`src/sv/mcf_pkg.sv`:
```
package mcf_pkg;

	localparam int MAX_TAPS    = 64;
	localparam int CHANNELS    = 8;
	localparam int SAMPLE_BITS = 16;

	localparam int LINE_DEPTH = MAX_TAPS - 1;
	localparam int FRAC_BITS  = SAMPLE_BITS - 1;
	localparam int TAP_W      = $clog2(MAX_TAPS);
	localparam int CHA_W      = (CHANNELS > 1) ? $clog2(CHANNELS) : 1;

	localparam int CH_W      = 3;
	localparam int TI_W      = 6;
	localparam int TC_W      = 7;
	localparam int MODE_W    = 2;
	localparam int CFG_W     = 7;
	localparam int REG_IDX_W = 1;

	localparam logic [1:0] OP_FILTER = 2'd0;
	localparam logic [1:0] OP_TAP    = 2'd1;
	localparam logic [1:0] OP_CLEAR  = 2'd2;

	localparam logic [REG_IDX_W-1:0] REG_TAP_COUNT = 1'b0;
	localparam logic [REG_IDX_W-1:0] REG_MODE      = 1'b1;

	localparam logic [MODE_W-1:0] MODE_REAL      = 2'd0;
	localparam logic [MODE_W-1:0] MODE_CPLX_TAPS = 2'd2;

	typedef logic signed [SAMPLE_BITS-1:0] smp_t;

	typedef struct packed {
		logic [1:0]      op;
		logic [CH_W-1:0] channel;
		logic [TI_W-1:0] tap_index;
		smp_t            value_re;
		smp_t            value_im;
	} sample_t;

	typedef struct packed {
		smp_t            out_re;
		smp_t            out_im;
		logic [CH_W-1:0] out_channel;
		logic            saturated;
	} result_t;

	typedef struct packed {
		logic            en;
		logic [TI_W-1:0] idx;
		smp_t            re;
		smp_t            im;
	} tap_wr_t;

	typedef struct packed {
		logic             issue;
		logic             first;
		logic [CH_W-1:0]  ch;
		logic [TAP_W-1:0] k;
	} rd_req_t;

	typedef struct packed {
		smp_t t_re;
		smp_t t_im;
		logic t_ok;
		smp_t x_re;
		smp_t x_im;
		logic x_ok;
	} rd_data_t;

	typedef struct packed {
		logic            en;
		logic [CH_W-1:0] ch;
		smp_t            re;
		smp_t            im;
	} push_t;

	typedef struct packed {
		logic vld;
		logic first;
		logic last;
	} mac_ctl_t;

	typedef enum logic [1:0] {
		ST_IDLE,
		ST_RUN,
		ST_DRAIN,
		ST_HOLD
	} state_t;

endpackage

```
`src/sv/mcf_mac.sv`:
```
module mcf_mac (
	input  logic               clk,
	input  logic               arst_n,
	input  mcf_pkg::mac_ctl_t  ctl_s1,
	input  logic               use_xi,
	input  logic               use_ti,
	input  mcf_pkg::smp_t      smp_re,
	input  mcf_pkg::smp_t      smp_im,
	input  mcf_pkg::rd_data_t  rd,
	output logic               done,
	output mcf_pkg::smp_t      y_re,
	output mcf_pkg::smp_t      y_im,
	output logic               clip
);

	localparam int SB     = mcf_pkg::SAMPLE_BITS;
	localparam int FB     = mcf_pkg::FRAC_BITS;
	localparam int PROD_W = 2 * SB;
	localparam int ACC_R  = 2 * SB + mcf_pkg::TAP_W + 2;
	localparam int ACC_W  = (ACC_R < 64) ? ACC_R : 64;
	localparam int Q_W    = ACC_W - FB;

	typedef logic signed [ACC_W-1:0]  acc_t;
	typedef logic signed [PROD_W-1:0] prod_t;

	typedef struct packed {
		mcf_pkg::smp_t val;
		logic          clip;
	} fin_t;

	localparam acc_t ACC_MAX    = {1'b0, {(ACC_W-1){1'b1}}};
	localparam acc_t ACC_MIN    = {1'b1, {(ACC_W-1){1'b0}}};
	localparam acc_t ROUND_HALF = acc_t'(1) <<< (FB - 1);
	localparam mcf_pkg::smp_t SMP_MAX = {1'b0, {(SB-1){1'b1}}};
	localparam mcf_pkg::smp_t SMP_MIN = {1'b1, {(SB-1){1'b0}}};

	function automatic acc_t sat_add(acc_t a, acc_t b);
		logic [ACC_W:0] s;
		s = {a[ACC_W-1], a} + {b[ACC_W-1], b};
		if (s[ACC_W] != s[ACC_W-1]) begin
			return s[ACC_W] ? ACC_MIN : ACC_MAX;
		end
		return acc_t'(s[ACC_W-1:0]);
	endfunction

	// round half up, drop the fraction, clip to the sample range
	function automatic fin_t round_sat(acc_t acc);
		acc_t           v;
		logic [Q_W-1:0] q;
		fin_t           r;
		v = sat_add(acc, ROUND_HALF);
		q = v[ACC_W-1:FB];
		if ((&q[Q_W-1:SB-1]) || !(|q[Q_W-1:SB-1])) begin
			r.val  = q[SB-1:0];
			r.clip = 1'b0;
		end else begin
			r.val  = q[Q_W-1] ? SMP_MIN : SMP_MAX;
			r.clip = 1'b1;
		end
		return r;
	endfunction

	mcf_pkg::smp_t     xr, xi, tr, ti;
	prod_t             p_rr_s2, p_ii_s2, p_ri_s2, p_ir_s2;
	mcf_pkg::mac_ctl_t ctl_s2;
	acc_t              acc_re_q, acc_im_q;
	acc_t              base_re, base_im;
	acc_t              acc_re_d, acc_im_d;
	logic              done_q;
	fin_t              fin_re, fin_im;

	// operands: tap 0 is the new sample; unwritten entries, unused imag parts are 0
	always_comb begin
		if (ctl_s1.first) begin
			xr = smp_re;
			xi = smp_im;
		end else if (rd.x_ok) begin
			xr = rd.x_re;
			xi = rd.x_im;
		end else begin
			xr = '0;
			xi = '0;
		end
		if (!use_xi) begin
			xi = '0;
		end
		tr = rd.t_ok ? rd.t_re : '0;
		ti = (rd.t_ok && use_ti) ? rd.t_im : '0;
	end

	always_ff @(posedge clk) begin
		p_rr_s2 <= tr * xr;
		p_ii_s2 <= ti * xi;
		p_ri_s2 <= tr * xi;
		p_ir_s2 <= ti * xr;
	end

	always_ff @(posedge clk or negedge arst_n) begin
		if (!arst_n) begin
			ctl_s2 <= '0;
			done_q <= 1'b0;
		end else begin
			ctl_s2 <= ctl_s1;
			done_q <= ctl_s2.vld && ctl_s2.last;
		end
	end

	always_comb begin
		base_re  = ctl_s2.first ? '0 : acc_re_q;
		base_im  = ctl_s2.first ? '0 : acc_im_q;
		acc_re_d = sat_add(sat_add(base_re, acc_t'(p_rr_s2)), -acc_t'(p_ii_s2));
		acc_im_d = sat_add(sat_add(base_im, acc_t'(p_ri_s2)), acc_t'(p_ir_s2));
	end

	always_ff @(posedge clk) begin
		if (ctl_s2.vld) begin
			acc_re_q <= acc_re_d;
			acc_im_q <= acc_im_d;
		end
	end

	always_comb begin
		fin_re = round_sat(acc_re_q);
		fin_im = round_sat(acc_im_q);
		done   = done_q;
		y_re   = fin_re.val;
		y_im   = use_xi ? fin_im.val : '0;
		clip   = fin_re.clip || (use_xi && fin_im.clip);
	end

endmodule

```
`config.mk`:
```
export PLATFORM = sky130hd
export DESIGN_NAME = mcf_mac
export DESIGN_NICKNAME = d
export VERILOG_FILES = /design/src/sv/mcf_pkg.sv /design/src/sv/mcf_mac.sv
export SDC_FILE = /design/constraint.sdc
export NUM_CORES = 2
export LEC_CHECK = 0
export ABC_AREA = 1
export BUFFER_PORTS_ARGS = -buffer_cell sky130_fd_sc_hd__buf_4
export CORE_MARGIN = 8
export CORE_UTILIZATION = 55
export CTS_CLUSTER_DIAMETER = 60
export DETAILED_ROUTE_END_ITERATION = 12
export PLACE_DENSITY_LB_ADDON = 0.3
export SLEW_MARGIN = 5
export SYNTH_ARGS = -nofsm -noshare
export SYNTH_HDL_FRONTEND = slang
export SYNTH_SLANG_ARGS = --single-unit
export TNS_END_PERCENT = 100
```
`constraint.sdc`:
```
create_clock -name clk -period 15.3 [get_ports clk]
set_input_delay 1.53 -clock clk [delete_from_list [all_inputs] [get_ports clk]]
set_output_delay 1.53 -clock clk [all_outputs]
set_load 0.02 [all_outputs]
```
==> impl_results.md <==
* Most frequent cells in the layout: inv_1 (1783), nand2_1 (1707), nor2_1 (1124), fa_1 (1052), ha_1 (494)
* Yosys warns at 0
* Reg2reg path depth at 24
* Die height at 346.8 um
* Post-CTS Setup Bufs at 0
* Overflow left after global routing at 0
* Die area at 120300 sq um
* FF+latch count, synth at about 210
* Number of synthesized flops with an enable pin at 80
* Clk_lat worst skew at between 500 and 600 ps
* Status: completed
* Longest Clk Path Bufs at 3
* Cell Area, Synth at roughly 60000 sq um
* DP Area at roughly 63000 sq um
* Syn Area/Cell at roughly 7.4 sq um
* CP startpoint kind: input port
* Commonest non-fill, non-tap cell in the layout: inv_1
* Worst Hold Depth at 2
* DR DRC count at 0
* Via count at 54990
* Top cell by count, worst path: inv_1
* IO Pins at around 140
* Global-route wire length before repair at approximately 330000 um
* Tmin final at 9569 ps
* Crit path max fanout at 23
* CTS tree: done
* Reg2reg end: acc_im_q[15]
* Post-route cell area at between 60000 and 70000 sq um
* Share of cells above drive strength 1 at 4.133%
* Count of cell types in the netlist at between 60 and 70
* Critical path data required time at 15760 ps
* Fin crit share at between 60 and 70%
* Final ANT Viol Nets at 0
* Final hold violation count at 0
* Slew Limit Fails at 0
* Top FF cell, synth: dfxtp_1
* P&R area growth vs syn at 6.073%
* Slowest cell delay on critical path at 800 ps
* Setup TNS after final layout at 0 ps
* RSZ-0062 raised after global routing: false
* Largest net degree at the start of global routing at 43
* Final setup skew at between 30 and 40 ps
* Nets@finish at about 9800
* Worst min path class: reg2reg
* Critical Path AT at 10030 ps
* Initial antenna violation count at 9
* Storage cell area at roughly 5100 sq um
* Drt pass-1 iters at 6
* Htree depth at 2
* Relative slew slack at around 15%
* Worst Max-Slew Pin Slew at 1279 ps
* Register area share after synthesis at under 10%
* Tot GR Track Use at 35.36%
* Fill cells at 10400
* Num rows at roughly 120
* Via density at approximately 5.7
* GPL Wtd Cong at 1.057
* Total core area at about 110000 sq um
* Reg2reg setup slack at 7100 ps
* Max_cap viols at 0
* Setup crit start: ctl_s1[1]
* Setup CP Type: in2reg
* Cts bufs inserted at 36
* Hold path start: ctl_s2[0]
* Clk sink count at roughly 210
* Cells after Synth at 8140
* Drt first-iter violations at 5364
* Die W at approximately 350 um
* Synth async-reset ratio at between 1.5 and 2%
* Clock-pin slew on the worst setup and hold paths at 60 ps
* Initial Utilization at a little under three fifths
* Post-CTS Resized at 0
* CTS root buffer: clkbuf_16
* Post-Route WL at 216100 um
* Fmax at roughly 0.10 GHz
* # setup viols final at 0
* Critical Path Sink Type: register
* DP HPWL at approximately 180000 um
* Vias in the first global route at 55620
* Wire per inst at roughly 22 um
* Multi-input logic area at between 40000 and 50000 sq um
* Worst Hold End: done
* Port Buf Inserts at roughly 140
* Net count of the mapped netlist at about 9800
* Cts-stage hold buffer count at 0
* Slowest cell on crit path: nor2_2
* Reg2reg start: ctl_s2[1]
## through the flow
stage	utilization [%]	worst slack, ps	instances	hold WS (ps)
after floorplan	-	7788	8140	408.6
after global placement	57.61	5675	9553	426.6
after detailed placement	57.61	5451	9553	427.8
after CTS	58.72	6005	9617	456.4
after global routing	58.72	5259	9618	513.4
final	58.73	5731	9619	448.8
## sequential cells by signal (all words and copies together) (netlist names)
signal,flops
acc_im_q,40
acc_re_q,40
ctl_s2,3
done,1
p_ii_s2,32
p_ir_s2,32
p_ri_s2,32
p_rr_s2,32
## routing by layer
layer	track usage, %	part of all wire (%)	routed length (um)
met5	0	0.020	44
met4	16.16	5.7	12320
met3	9.864	12	26270
met2	52.07	42	89960
met1	48.43	40	87530
## cells by family (layout without fill, tap and decap cells)
family | after synthesis | in the layout | share of synthesized area (%)
compound gates | 843 | 843 | 7.896
xor+xnor | 274 | 274 | 3.988
fa+ha+maj | 1546 | 1546 | 45.26
buf+inv | 2011 | 2074 | 12.78
flops | 212 | 212 | 8.416
other cells | 0 | 2 | 0
simple gates | 3254 | 3254 | 21.66
## worst max path at each step
stage	to	slack [ps]	cells after the start
CTS	p_ir_s2[29]	6000	30
global placement	p_ir_s2[29]	5670	30
global route	p_ir_s2[29]	5260	31
detailed placement	p_ir_s2[29]	5450	30
finish	p_ir_s2[29]	5730	30
floorplan	p_ir_s2[18]	7790	26
## final cells by class
class                      instances  area share (%)
clock buffer                      39           1.494
multi-input combinational       5917           74.36
sequential                       212           7.942
tap                             1414           2.771
clock inverter                    25          0.3940
timing repair buffer             207           2.434
antenna                            2        0.007840
inverter                        1803           10.60
## synth_stat cells, drive strengths merged (68+ instances only)
cell	number	share of area (%)
inv	1786	11
nand2	1729	11
nor2	1138	7.2
fa	1052	35
ha	494	10
a21oi	405	3.4
o21ai	245	2.0
nand3	230	2.0
clkbuf	166	1.1
xor2	164	2.4
dfxtp	128	4.3
xnor2	110	1.6
edfxtp	80	4.0
nand4	68	0.71
## worst max-delay path, delay by kind of cell
family,cells,cell delay [ps]
AOI/OAI and AO/OA,2,450
adders and majority gates,7,3350
buffers and inverters,10,2080
and+or+nand+nor,11,2550
Power is left out: the tool's default activity adds up to more than one toggle a clock period on the data nets, which glitch-free logic cannot reach.
